$ cat src/hdl/pdlz_pkg.sv
// Shared types, constants and token codes for the PalmDoc LZ77 decompressor.
package pdlz_pkg;

  // Default sizing for the top level parameters
  localparam int LENGTH_BITS_DEF   = 3;
  localparam int HISTORY_DEPTH_DEF = 2048;

  // Fixed field widths
  localparam int BYTE_W  = 8;
  localparam int CNT_W   = 16;
  localparam int LIT_W   = 4;
  localparam int HIGH_W  = 6;
  localparam int WORD_W  = HIGH_W + BYTE_W;

  // Byte classes and constants of the format
  localparam logic [BYTE_W-1:0] LIT_RUN_MIN = 8'h01;
  localparam logic [BYTE_W-1:0] LIT_RUN_MAX = 8'h08;
  localparam logic [BYTE_W-1:0] PAIR_BASE   = 8'h80;
  localparam logic [BYTE_W-1:0] SPACE_BASE  = 8'hC0;
  localparam logic [BYTE_W-1:0] TOP_FLIP    = 8'h80;
  localparam logic [BYTE_W-1:0] SPACE_CHAR  = 8'h20;
  localparam logic [HIGH_W-1:0] HIGH_MASK   = 6'h3F;
  localparam int                MIN_COPY    = 3;
  localparam logic [CNT_W-1:0]  COUNT_MAX   = 16'hFFFF;
  localparam logic [CNT_W-1:0]  LIMIT_RESET = 16'h8000;

  // Token actions from the decoder
  localparam logic [2:0] ACT_NONE  = 3'd0;  // count byte or first byte of a pair
  localparam logic [2:0] ACT_ONE   = 3'd1;  // one literal byte
  localparam logic [2:0] ACT_OVER  = 3'd2;  // token dropped past the limit
  localparam logic [2:0] ACT_SPACE = 3'd3;  // space plus one character
  localparam logic [2:0] ACT_COPY  = 3'd4;  // second byte of a copy pair

  typedef struct packed {
    logic [2:0]        act;
    logic [BYTE_W-1:0] first;
    logic [WORD_W-1:0] word;
    logic [LIT_W-1:0]  lit_next;
    logic              pair_next;
    logic [HIGH_W-1:0] high_next;
  } dec_t;

endpackage

$ cat src/hdl/pdlz_decode.sv
// Token decoder: classifies one compressed byte against the parser state.
module pdlz_decode (
  input  logic [pdlz_pkg::BYTE_W-1:0] in_byte,
  input  logic [pdlz_pkg::LIT_W-1:0]  lit_left,
  input  logic                        pair_pending,
  input  logic [pdlz_pkg::HIGH_W-1:0] pair_high,
  input  logic                        blocked,
  output pdlz_pkg::dec_t              dec
);

  always_comb begin
    dec.act       = pdlz_pkg::ACT_NONE;
    dec.first     = in_byte;
    dec.word      = {pair_high, in_byte};
    dec.lit_next  = lit_left;
    dec.pair_next = 1'b0;
    dec.high_next = '0;

    if (pair_pending) begin
      // Second byte of a copy pair
      dec.act = blocked ? pdlz_pkg::ACT_OVER : pdlz_pkg::ACT_COPY;
    end else if (lit_left != '0) begin
      // Raw literal inside a counted run
      dec.lit_next = lit_left - 1'b1;
      dec.act      = blocked ? pdlz_pkg::ACT_OVER : pdlz_pkg::ACT_ONE;
    end else if (in_byte >= pdlz_pkg::LIT_RUN_MIN && in_byte <= pdlz_pkg::LIT_RUN_MAX) begin
      // Announce a run of raw literals
      dec.lit_next = in_byte[pdlz_pkg::LIT_W-1:0];
    end else if (in_byte < pdlz_pkg::PAIR_BASE) begin
      dec.act = blocked ? pdlz_pkg::ACT_OVER : pdlz_pkg::ACT_ONE;
    end else if (in_byte >= pdlz_pkg::SPACE_BASE) begin
      dec.act   = blocked ? pdlz_pkg::ACT_OVER : pdlz_pkg::ACT_SPACE;
      dec.first = in_byte ^ pdlz_pkg::TOP_FLIP;
    end else begin
      // First byte of a copy pair: keep its low bits
      dec.pair_next = 1'b1;
      dec.high_next = in_byte[pdlz_pkg::HIGH_W-1:0] & pdlz_pkg::HIGH_MASK;
    end
  end

endmodule

$ cat config.mk
export PLATFORM = sky130hd
export DESIGN_NAME = pdlz_decode
export DESIGN_NICKNAME = d
export VERILOG_FILES = /design/src/hdl/pdlz_pkg.sv /design/src/hdl/pdlz_decode.sv
export SDC_FILE = /design/constraint.sdc
export NUM_CORES = 1
export LEC_CHECK = 0
export ABC_CLOCK_PERIOD_IN_PS = 2100
export BUFFER_PORTS_ARGS = -buffer_cell sky130_fd_sc_hd__buf_2
export CAP_MARGIN = 20
export CORE_MARGIN = 3
export CORE_UTILIZATION = 38
export DETAILED_ROUTE_END_ITERATION = 8
export PLACE_DENSITY = 0.91
export SYNTH_ARGS = -nofsm -noshare
export SYNTH_HDL_FRONTEND = slang
export SYNTH_SLANG_ARGS = --single-unit
$ cat constraint.sdc
create_clock -name vclk -period 2.1
set_input_delay 0.315 -clock vclk [all_inputs]
set_output_delay 0.315 -clock vclk [all_outputs]
set_load 0.005 [all_outputs]
# Yosys cells after proc, flatten, opt, wreduce, memory -nomap -nowiden

Cells that the tools add are included.

Bits in registers: 0
Latch bits: 0
Memory bits (writable): 0
ROM bits: 0
Bits of input ports: 20
Word-level logic and storage cells: 26
Memories: 0

Add/subtract/negate cells: 1
Multipliers: 0
Div/mod/pow operators: 0
Order comparisons: 4
Equal/unequal tests: 0
Shift operators: 0
Muxes and demuxes: 18
Bitwise operators: 1
Reduce and logical (&&, ||, !) cells: 2

Operators with widths:

| kind                                                                                | count |
|---|---|
| 7-bit two-way mux                                                                   | 4 |
| 8-bit two-way mux                                                                   | 3 |
| 11-bit two-way mux                                                                  | 2 |
| 10-bit two-way mux                                                                  | 1 |
| 3-bit two-way mux                                                                   | 3 |
| 8-bit by 1-bit greater-or-equal comparator with 1-bit output, second input constant | 1 |
| 8-bit greater-or-equal comparator, second input constant                            | 1 |
| 8-bit by 4-bit <= comparator with 1-bit output, second input constant               | 1 |
| 8-bit less-than comparator, second input constant                                   | 1 |
| 4-bit two-way mux                                                                   | 2 |
| 2-bit two-way mux                                                                   | 2 |
| 4-bit nonzero test                                                                  | 1 |
| 4-bit by 1-bit subtractor with 4-bit output, second input constant                  | 1 |
| 1-bit logical AND                                                                   | 1 |
| 1-bit two-way mux                                                                   | 1 |
| 1-bit NOT                                                                           | 1 |

# Logic depth before layout (Yosys ltp)

Gate-level depths: netlist of the first run.

Depth in word-level cells: 6
Depth in mapped cells: 5
Gate-level depth less buffers: 5

# Least setup slack after synthesis of the first run

Ideal clock, no wire load.

Path type: input to output
Start: input lit_left[0] in the netlist's numbering
End: output dec[7] in the netlist's numbering
Arrival time: 1.404 ns
Slack: 0.381 ns
Stages: 5
Buffers on the path: 0
Cell sequence: inv_1 ha_1 or4b_2 a31oi_1 a311oi_2

RTL lines:

| item               | line             | source |
|---|---|---|
| start: declaration | pdlz_decode.sv:4 | `input logic [pdlz_pkg::LIT_W-1:0] lit_left,` |
| end: declaration   | pdlz_decode.sv:8 | `output pdlz_pkg::dec_t dec` |

==> out/summary.md, run 1 <==
The flow ran to the end, and the final reports show no timing, DRC or antenna violations. The global-route met2 utilization is 0.264, and the largest incremental delay on the critical path is 0.63 ns. The ratio of cells with drive above 1 in the final layout was 0.594; the antenna violation net count after detailed routing was 0. Time the final worst path needs with I/O delays and setup: 2.05 ns. The final layout contains routed wiring with a total length of 1540 um. The static leakage came out at 0.000355 uW.

Met3 demand-to-capacity share in global routing: 0.00407. Averaged over all synthesized cells, the footprint is 7.33 sq um. The distinct cell type count of the synthesized netlist is 34.

The maximum VDD drop is 0.0666 mV. The post-synthesis share of cell area spent on full adders, half adders and majority gates works out to 0.0443. The worst min-delay path class is in2out.

The weighted congestion reported at the end of routability-driven placement was 0.826. The total area inside the core boundary comes to 1350 sq um. The gate count of the mapped netlist came out at 77. The run gives 0.516 as the post-route core utilization.

The logs give 116 for the final non-filler cell total and 487 MHz for the highest achievable clock rate. The total number of sequential cells was 0; the number of nets in the layout was 125. The first detailed-routing pass took 4 iterations.

The filler cells instantiated in the layout total 145. The count of antenna diodes in the layout is 0, and the final worst-path cycle share is 0.977. Relative to the synthesized area, the layout overhead comes to 23.5%. The maximum fanout encountered on the critical timing path is 7.

The combined global-route utilization of all metal layers is 0.145. The run gives 0 as the total count of hold-check failures in the final report. Entering global routing, the biggest net connects 10 pins.

The run gives 0.418 as the starting utilization of the core area. The number of nets in the synthesized netlist is 99. The kind of capture point of the worst setup path was an output port. The cell family contributing the most delay on the critical path is simple AND/OR/NAND/NOR gates. The first-pass GRT wire length is 2320 um, and the number of cell rows is 13. The Yosys step of the flow raised 0 warnings. The number of DRC markers after the initial detailed-route iteration is 10.

The count of pins on the block boundary was 56; the number of antenna violations at the first check in global routing was 0. For the worst setup path, the data arrival time is 1.74 ns. Total die area: 1980 sq um.

The placed instance count is 116. The largest family of logic cells by synthesized area is simple AND/OR/NAND/NOR gates. Across the run, the number of max-cap violations was 0. In this run the number of cells on the critical path is 7. In this run the post-CTS setup repair buffer count came out at 0.

Counting both buffers and inverters, the worst setup path holds a total of 3. The summed negative setup slack over all endpoints was 0 ns. The worst setup path is launched from an input pin. In the final layout, flip-flops and latches occupy 0 sq um. Leaving out fill and tap cells, the most frequent cells in the layout are sky130_fd_sc_hd__buf_2, sky130_fd_sc_hd__inv_1, sky130_fd_sc_hd__nor2_1. The critical path is of the in2out type. The routed layout has 600 vias.

The routed via count divided by cell count is 5.17. The slew at the pin closest to its max-slew limit came out at 0.709 ns. Summed over all layers, the global routing overflow is 0. The post-synthesis sequential area ratio was 0; the detailed placer's ending HPWL was 1260 um. Traced cell by cell, the critical path runs through buf_2 -> inv_1 -> ha_4 -> or4b_2 -> a31oi_4 -> a311oi_2 -> buf_2. In this run the vertical extent of the chip is 44.5 um. Commonest non-fill, non-tap cell in the layout: sky130_fd_sc_hd__buf_2. In the final routed layout, each cell accounts on average for 13.3 um. For the mapped cell area, the log shows 564 sq um. The normalized max-slew margin came out at 0.523. Clock buffers in the final layout number 0.

The met1 global-route usage is 0.198, and the instance count along the most critical hold path is 0. Number of global-route vias before repair: 541. Among the stages of the critical path, the cell type that occurs most often is sky130_fd_sc_hd__buf_2. The share of synthesized area spent on multiplexers was 0.0177. In the routed design, unresolved DRC markers number 0. The floorplan step set the die width to 44.5 um. The largest individual stage delay along the critical path comes from the cell sky130_fd_sc_hd__or4b_2. The final count of negative-setup-slack endpoints was 0; the data required time of the critical path was 1.78 ns. Number of pins exceeding their max-slew limit in the final report: 0. Xor/xnor cell area share of the yosys netlist: 0. Synthesized-area fraction occupied by ao, oa, aoi and oai cells: 0.191. In this run the tool buffered the top-level ports with 44 buffer cells.

Layer with the highest usage after global routing: met2. The area fraction in and, or, nand and nor cells after synthesis is 0.426, and the power density over cell area is 160 nW/um^2.
## synth_stat cells
cell type | n | share of area
sky130_fd_sc_hd__buf_4 | 21 | 0.28
sky130_fd_sc_hd__and3_2 | 1 | 0.013
sky130_fd_sc_hd__or4b_1 | 1 | 0.018
sky130_fd_sc_hd__nand3_1 | 1 | 0.0089
sky130_fd_sc_hd__nor4_2 | 1 | 0.022
sky130_fd_sc_hd__clkbuf_2 | 1 | 0.0089
sky130_fd_sc_hd__and3_4 | 1 | 0.020
sky130_fd_sc_hd__nor2_1 | 5 | 0.033
sky130_fd_sc_hd__a21boi_0 | 1 | 0.013
sky130_fd_sc_hd__a211oi_1 | 1 | 0.013
sky130_fd_sc_hd__nand2_1 | 4 | 0.027
sky130_fd_sc_hd__nor3b_1 | 1 | 0.013
sky130_fd_sc_hd__o311a_1 | 1 | 0.018
sky130_fd_sc_hd__or4_4 | 1 | 0.020
sky130_fd_sc_hd__or2b_1 | 1 | 0.013
sky130_fd_sc_hd__o31ai_1 | 1 | 0.013
sky130_fd_sc_hd__mux2i_1 | 1 | 0.018
sky130_fd_sc_hd__and3_1 | 4 | 0.044
sky130_fd_sc_hd__a311oi_2 | 1 | 0.027
sky130_fd_sc_hd__nand2b_1 | 4 | 0.044
sky130_fd_sc_hd__nor4b_4 | 1 | 0.042
sky130_fd_sc_hd__nor3_1 | 2 | 0.018
sky130_fd_sc_hd__o22ai_1 | 1 | 0.011
sky130_fd_sc_hd__or2b_2 | 1 | 0.016
sky130_fd_sc_hd__o21ai_0 | 2 | 0.018
sky130_fd_sc_hd__or4b_2 | 2 | 0.035
sky130_fd_sc_hd__o311ai_2 | 1 | 0.029
sky130_fd_sc_hd__o311ai_0 | 1 | 0.016
sky130_fd_sc_hd__or3b_2 | 1 | 0.016
sky130_fd_sc_hd__a31oi_1 | 3 | 0.033
sky130_fd_sc_hd__nor4_1 | 1 | 0.011
sky130_fd_sc_hd__nor2b_1 | 1 | 0.011
sky130_fd_sc_hd__ha_1 | 2 | 0.044
sky130_fd_sc_hd__inv_1 | 5 | 0.033
## stage by stage
step	hold WS [ns]	total power [uW]	instance area [sq um]	setup WS, ns
floorplan	0.661	73.7	564	0.381
CTS	0.630	105	658	0.0108
global route	0.630	123	697	-0.0147
global placement	0.630	102	656	0.0804
detailed placement	0.630	104	656	-0.0205
finish	0.630	111	697	0.0485
## where the power goes
group          internal [uW]  switching (uW)
combinational           51.8            59.4
clock                      0               0
sequential                 0               0
## layer usage
metal	vias up	wire length [um]
met5	-	0
met4	0	0
met3	0	98
met2	23	786
met1	267	656
li1	310	-
## final timing paths
path    startpoint  endpoint  slack (ns)
max    lit_left[0]    dec[7]        0.05
min   pair_high[1]   dec[20]        0.63
## cells by family (layout without fill, tap and decap cells)
family / count (synthesis) / after routing
adder cells (fa/ha/maj): 2 / 2
AND/OR/NAND/NOR: 34 / 34
multiplexers: 1 / 1
AO/OA/AOI/OAI: 13 / 13
buffers and inverters: 27 / 51
## repair_timing
| action | CTS | global route |
|---|---|---|
| setup endpoints to repair | 1 | 2 |
| hold buffers | 0 | 0 |
| gates resized for setup | 1 | 5 |
## area by class of cell
| type | count | area, sq um | area share |
|---|---|---|---|
| timing repair buffer | 46 | 235 | 0.338 |
| inverter | 5 | 18.8 | 0.0269 |
| multi-input combinational | 50 | 424 | 0.609 |
| tap | 15 | 18.8 | 0.0269 |
(Power assumes the default switching activity.)
==> run 2: changes to the inputs <==
Settings changed: PLACE_DENSITY 0.91 to 0.87.
==> run 2 against run 1 <==
Critical path depth did not move. Global-route usage grew 0.41 points. Design area shrank 1.8%. Core utilization decreased by 0.93 points. Die area stayed put. Worst setup slack better by 0.033 ns. Hold slack unchanged. Critical path type unchanged. Critical endpoint is now dec[8].
==> out/summary.md, run 2 (same netlist as run 1, synthesis figures left out) <==
The flow ran to the end, and the final reports show no timing, DRC or antenna violations. The total count of hold-check failures in the final report is 0. In this run the worst setup path begins at lit_left[1]. After detailed routing, the number of vias per cell comes to 5.47.

The starting utilization of the core area is 0.418, and the remaining design rule violation count is 0. From bottom edge to top edge, the die measures 44.5 um. The ratio of cells with drive above 1 in the final layout works out to 0.614. The worst setup slack before clock tree synthesis was 0.0165 ns; the number of pins exceeding their max-slew limit in the final report was 0. In this run the remaining antenna-violating nets after routing total 0. After the last flow step, the layout net total stands at 125. Counting the clock-network buffers in the layout gives 0. The floorplan has 13 rows.

The slew at the pin closest to its max-slew limit works out to 0.581 ns. The first global-routing pass estimated 2380 um of wire. From synthesis to final layout, the design area changed by 21.3%. The final layout contains a sequential cell count of 0. The number of hold-repair buffers added at the cts stage came out at 0. The worst setup path is captured at an output port. Routability-driven placement finished with a final weighted congestion of 0.755. The tools report the register area as 0 sq um. After global routing the overflow that remains totals 0. The tools report the post-route core utilization as 0.507. Leaving out fill and tap cells, the most frequent cell in the layout is sky130_fd_sc_hd__buf_2. The worst hold path begins at pair_high[0]. The first detailed-routing pass took 6 iterations. The worst path needs 2.02 ns of the cycle, external delays included. The run gives 0 ns as the summed negative setup slack over all endpoints. The kind of start point of the critical path was an input pin.

Setup violations remaining at the end of the flow were counted as 0. The critical setup path kind was in2out. Count of antenna diodes in the layout: 0. The final worst-path cycle share was 0.961. The final non-filler cell total was 116; the vias after detailed routing was 634. For the worst setup path, the data arrival time is 1.70 ns.

The power density over cell area is 161 nW/um^2. The worst-case IR drop observed on VDD is 0.0606 mV. The run gives 495 MHz as the highest achievable clock rate. Detailed placement ended at an HPWL of 1280 um. The number of max-cap violations came out at 0. For hold timing, the worst endpoint is dec[19]. For this block, the initial DRC count from the detailed router was 6. Setup repair after global routing left no endpoint under its margin. The instance count along the most critical hold path works out to 0. After detailed placement, the design holds a cell count of 116.

The die is 44.5 um wide. Area of the core: 1350 sq um. Number of antenna violations at the first check in global routing: 0. The run gives 136 as the layout filler cell count. Input and output buffers added on the ports amount to 44. Largest net degree at the start of global routing: 10. Of all nets on the critical path, the largest fanout is 7.

The worst min-delay path class is in2out. The tools report the combined global-route utilization of all metal layers as 0.149. Setup slack on the critical path of the routed design comes to 0.0812 ns. The count of pins on the block boundary is 56. Normalized max-slew margin: 0.610.

After detailed routing, the total wire length is 1640 um. The number of global-route vias before repair is 540. In the final routed layout, each cell accounts on average for 14.1 um.

The floorplan step defined a die boundary enclosing 1980 sq um. At the worst endpoint, the required time is 1.78 ns. For the static leakage, the log shows 0.000354 uW. In the layout the commonest cells are sky130_fd_sc_hd__buf_2, sky130_fd_sc_hd__nor2_1.
## run 2: cell counts in the layout (fill, tap and decap cells not counted)
No cell type changed its count.
## run 2: metrics by stage
stage,total power [uW],hold slack (ns),area [sq um]
detailed placement,104,0.630,656
finish,110,0.630,684
global placement,101,0.630,656
CTS,105,0.630,656
floorplan,73.7,0.661,564
global route,122,0.630,684
## run 2: where the power goes
group | total (uW) | switching, uW | internal [uW]
sequential | 0 | 0 | 0
clock | 0 | 0 | 0
combinational | 110 | 59.4 | 50.7
## run 2: cell type report
type	instances	area, sq um	area share
inverter	5	18.8	0.0274
tap	15	18.8	0.0274
multi-input combinational	50	412	0.601
timing repair buffer	46	235	0.344
## run 2: routing by layer
metal / GRT usage / share of wire / wire [um]
met4: 0.0241 / 0.0061 / 10
met3: 0.00813 / 0.080 / 131
met5: 0 / 0 / 0
met1: 0.200 / 0.40 / 652
met2: 0.261 / 0.51 / 843
## run 2: worst max path at each step
stage                        end  slack, ns  cells after the start
after global routing      dec[7]       0.03                      7
final                     dec[8]       0.08                      7
after global placement    dec[7]       0.09                      7
after detailed placement  dec[7]       0.02                      7
after CTS                 dec[7]       0.02                      7
after floorplan           dec[7]       0.38                      5
## run 2: worst max-delay path: stages
cell and delay [ns]:
sky130_fd_sc_hd__buf_2 0.12, sky130_fd_sc_hd__inv_1 0.12, sky130_fd_sc_hd__ha_4 0.18, sky130_fd_sc_hd__or4b_2 0.59, sky130_fd_sc_hd__a31oi_1 0.17, sky130_fd_sc_hd__a211oi_1 0.08, sky130_fd_sc_hd__buf_2 0.13
## run 2: what timing repair did
action                                  CTS  global route
endpoints found under the setup margin    0             4
setup buffers                             0             0
gates resized for setup                   0             6
==> run 3: changes to the inputs <==
Settings changed: CORE_MARGIN 3 to not set.
==> run 3 against run 2 <==
Worst setup slack got worse by 0.0035 ns. Maximum frequency shrank 0.17%. Largest cell class unchanged. Critical path depth unchanged. Total power fell by 3.3%. Clock-buffer cell count stayed put. Core utilization fell by 0.32 points. Non-clock buffer count shrank 1. Final cell count fell by 0.86%. Design area is 1.8% lower. Global-route usage grew 2.1 points. Via count decreased by 3.5%. Wire length down 15%.
==> out/summary.md, run 3 (same netlist as run 1, synthesis figures left out) <==
The run gives 407 sq um as the multi-input combinational cell area. The buffers inserted during post-CTS setup optimization is 0, and the total count of hold-check failures in the final report is 0. The die covers 1640 sq um. Counting I/O delays and the setup requirement, the final critical path takes 2.02 ns.

The met3 demand-to-capacity share in global routing was 0.00556; the detailed-route wire length per cell was 12.0 um. Global-route met2 utilization: 0.306. The run gives 56.7 uW as the switching component of the power. For this run, design rule violations remaining after detail routing come to 0. met2 is the most crowded layer. The tools report the sequential power share as 0. The largest incremental delay on the critical path was 0.60 ns. The cell that appears most often on the critical path is sky130_fd_sc_hd__buf_2. For the post-route core utilization, the log shows 0.504. The final worst-path cycle share is 0.963. The total number of sequential cells was 0; the count of antenna diodes in the layout was 0. For this design the ratio of total power to cell area is 158 nW/um^2. The combinational cell fraction of total power is 1.000. STA classifies the critical path startpoint as an input pin.

The first detailed-routing pass ran for 4 iterations. The library cell used most frequently in the layout, excluding fill and tap cells, is sky130_fd_sc_hd__buf_2. The logs give 0.228 for the met1 global-route usage and 1.71 ns for the critical path data arrival time.

By startpoint and endpoint, the worst setup path is classified as in2out. The total overflow left after global routing is 0. The worst hold path belongs to the class in2out.

The floorplan step set the die height to 40.5 um. The count of pins on the block boundary is 56. The clock power share was 0; the detailed placer's ending HPWL was 1120 um. The critical-path cell with the highest stage delay is sky130_fd_sc_hd__or4b_2. The tools report the number of pins exceeding their max-slew limit in the final report as 0.

The initialized floorplan defines 13 standard-cell rows. The sequential cells in the finished layout cover a total of 0 sq um. The die span in x is 40.5 um. The kind of capture point of the worst setup path was an output port. For this design the static power due to leakage is 0.000348 uW. The worst hold path begins at pair_high[1]. The run gives 0.587 as the normalized max-slew margin. The run gives 1.78 ns as the data required time of the critical path. Compared with the post-synthesis result, the final layout area differs by 19.1%.

For the pin with the worst max-slew slack, the measured transition is 0.614 ns. For the detailed-route wire length, the log shows 1390 um. The maximum fanout encountered on the critical timing path was 7; the final count of negative-setup-slack endpoints was 0. The critical path starts at lit_left[0].

The combined global-route utilization of all metal layers is 0.170. Buffers inserted to repair hold after CTS numbered 0. The maximum VDD drop is 0.0717 mV. The run gives 1330 sq um as the area of the core. The ratio of cells with drive above 1 in the final layout was 0.590; the switching share of power was 0.533. Largest net degree at the start of global routing: 10. Number of global-route vias before repair: 498. The cell-internal power was 49.7 uW. First-pass GRT wire length: 2040 um.

For the weighted congestion reported at the end of routability-driven placement, the log shows 0.838. For the number of DRC markers after the initial detailed-route iteration, the log shows 8. After routing, the total negative slack on setup checks comes to 0 ns. The highest achievable clock rate came out at 494 MHz. The run finished with clean final reports.

In the routed layout, each cell is associated on average with a via count of 5.32. The filler cells instantiated in the layout total 136. In the layout the commonest cells are sky130_fd_sc_hd__buf_2, sky130_fd_sc_hd__inv_1, sky130_fd_sc_hd__nor2_1. Counting the clock-network buffers in the layout gives 0. The number of antenna violations at the first check in global routing is 0, and the quantity of I/O buffers inserted on ports is 44. The starting utilization of the core area is 0.423. The routed layout has 612 vias. Setup repair after global routing left no endpoint under its margin. The count of nets left with antenna violations once routing finished came out at 0. The critical path goes through buf_2 -> inv_1 -> ha_4 -> or4b_2 -> a31oi_2 -> a311oi_2 -> buf_2. The run gives 0 as the number of max-cap violations. For this run, the post-layout net count is 124.
-- run 3: changes by cell type in the layout (fill, tap and decap cells not counted) --
| cell | previous run | this run |
|---|---|---|
| sky130_fd_sc_hd__o31ai_2 | 1 | 0 |
| sky130_fd_sc_hd__inv_2 | 1 | 0 |
| sky130_fd_sc_hd__o31ai_1 | 0 | 1 |
| sky130_fd_sc_hd__buf_4 | 2 | 1 |
| sky130_fd_sc_hd__inv_1 | 4 | 5 |
-- run 3: power groups by stage --
stage / Combinational (uW) / Sequential (uW) / Clock, uW
floorplan: 73.7 / 0 / 0
global placement: 99.8 / 0 / 0
detailed placement: 102 / 0 / 0
CTS: 103 / 0 / 0
global route: 117 / 0 / 0
finish: 106 / 0 / 0
-- run 3: what timing repair did --
action	CTS	global route
resized for setup	1	3
cloned	0	0
endpoints found under the setup margin	1	2
-- run 3: critical path: cells and delay by family --
kind	cells	cell delay, ns
simple gates	1	0.60
buf+inv	3	0.37
compound gates	2	0.24
fa+ha+maj	1	0.18
-- run 3: path summary, 6_finish.rpt --
kind	cells after the start	slack, ns	endpoint
worst min-delay path	0	0.63	dec[20]
worst max-delay path	7	0.08	dec[7]
-- run 3: through the flow --
stage | worst slack, ns | hold slack (ns) | area, sq um | total power (uW) | cells
after floorplan | 0.381 | 0.661 | 564 | 73.7 | 77
final | 0.0777 | 0.630 | 672 | 106 | 115
after detailed placement | -0.0139 | 0.630 | 648 | 102 | 115
after CTS | 0.0188 | 0.630 | 651 | 103 | 115
after global placement | 0.0758 | 0.630 | 648 | 99.8 | 115
after global routing | 0.0146 | 0.630 | 672 | 117 | 115
-- run 3: layer usage --
metal,up-vias,wire length (um)
met4,0,0
met5,-,0
met3,0,88
met1,282,627
met2,25,669
li1,305,-
-- run 3: layout make-up --
type	count	share of cell area
Inverter	5	0.0279
Multi-Input combinational cell	50	0.605
Tap cell	15	0.0279
Timing Repair Buffer	45	0.339
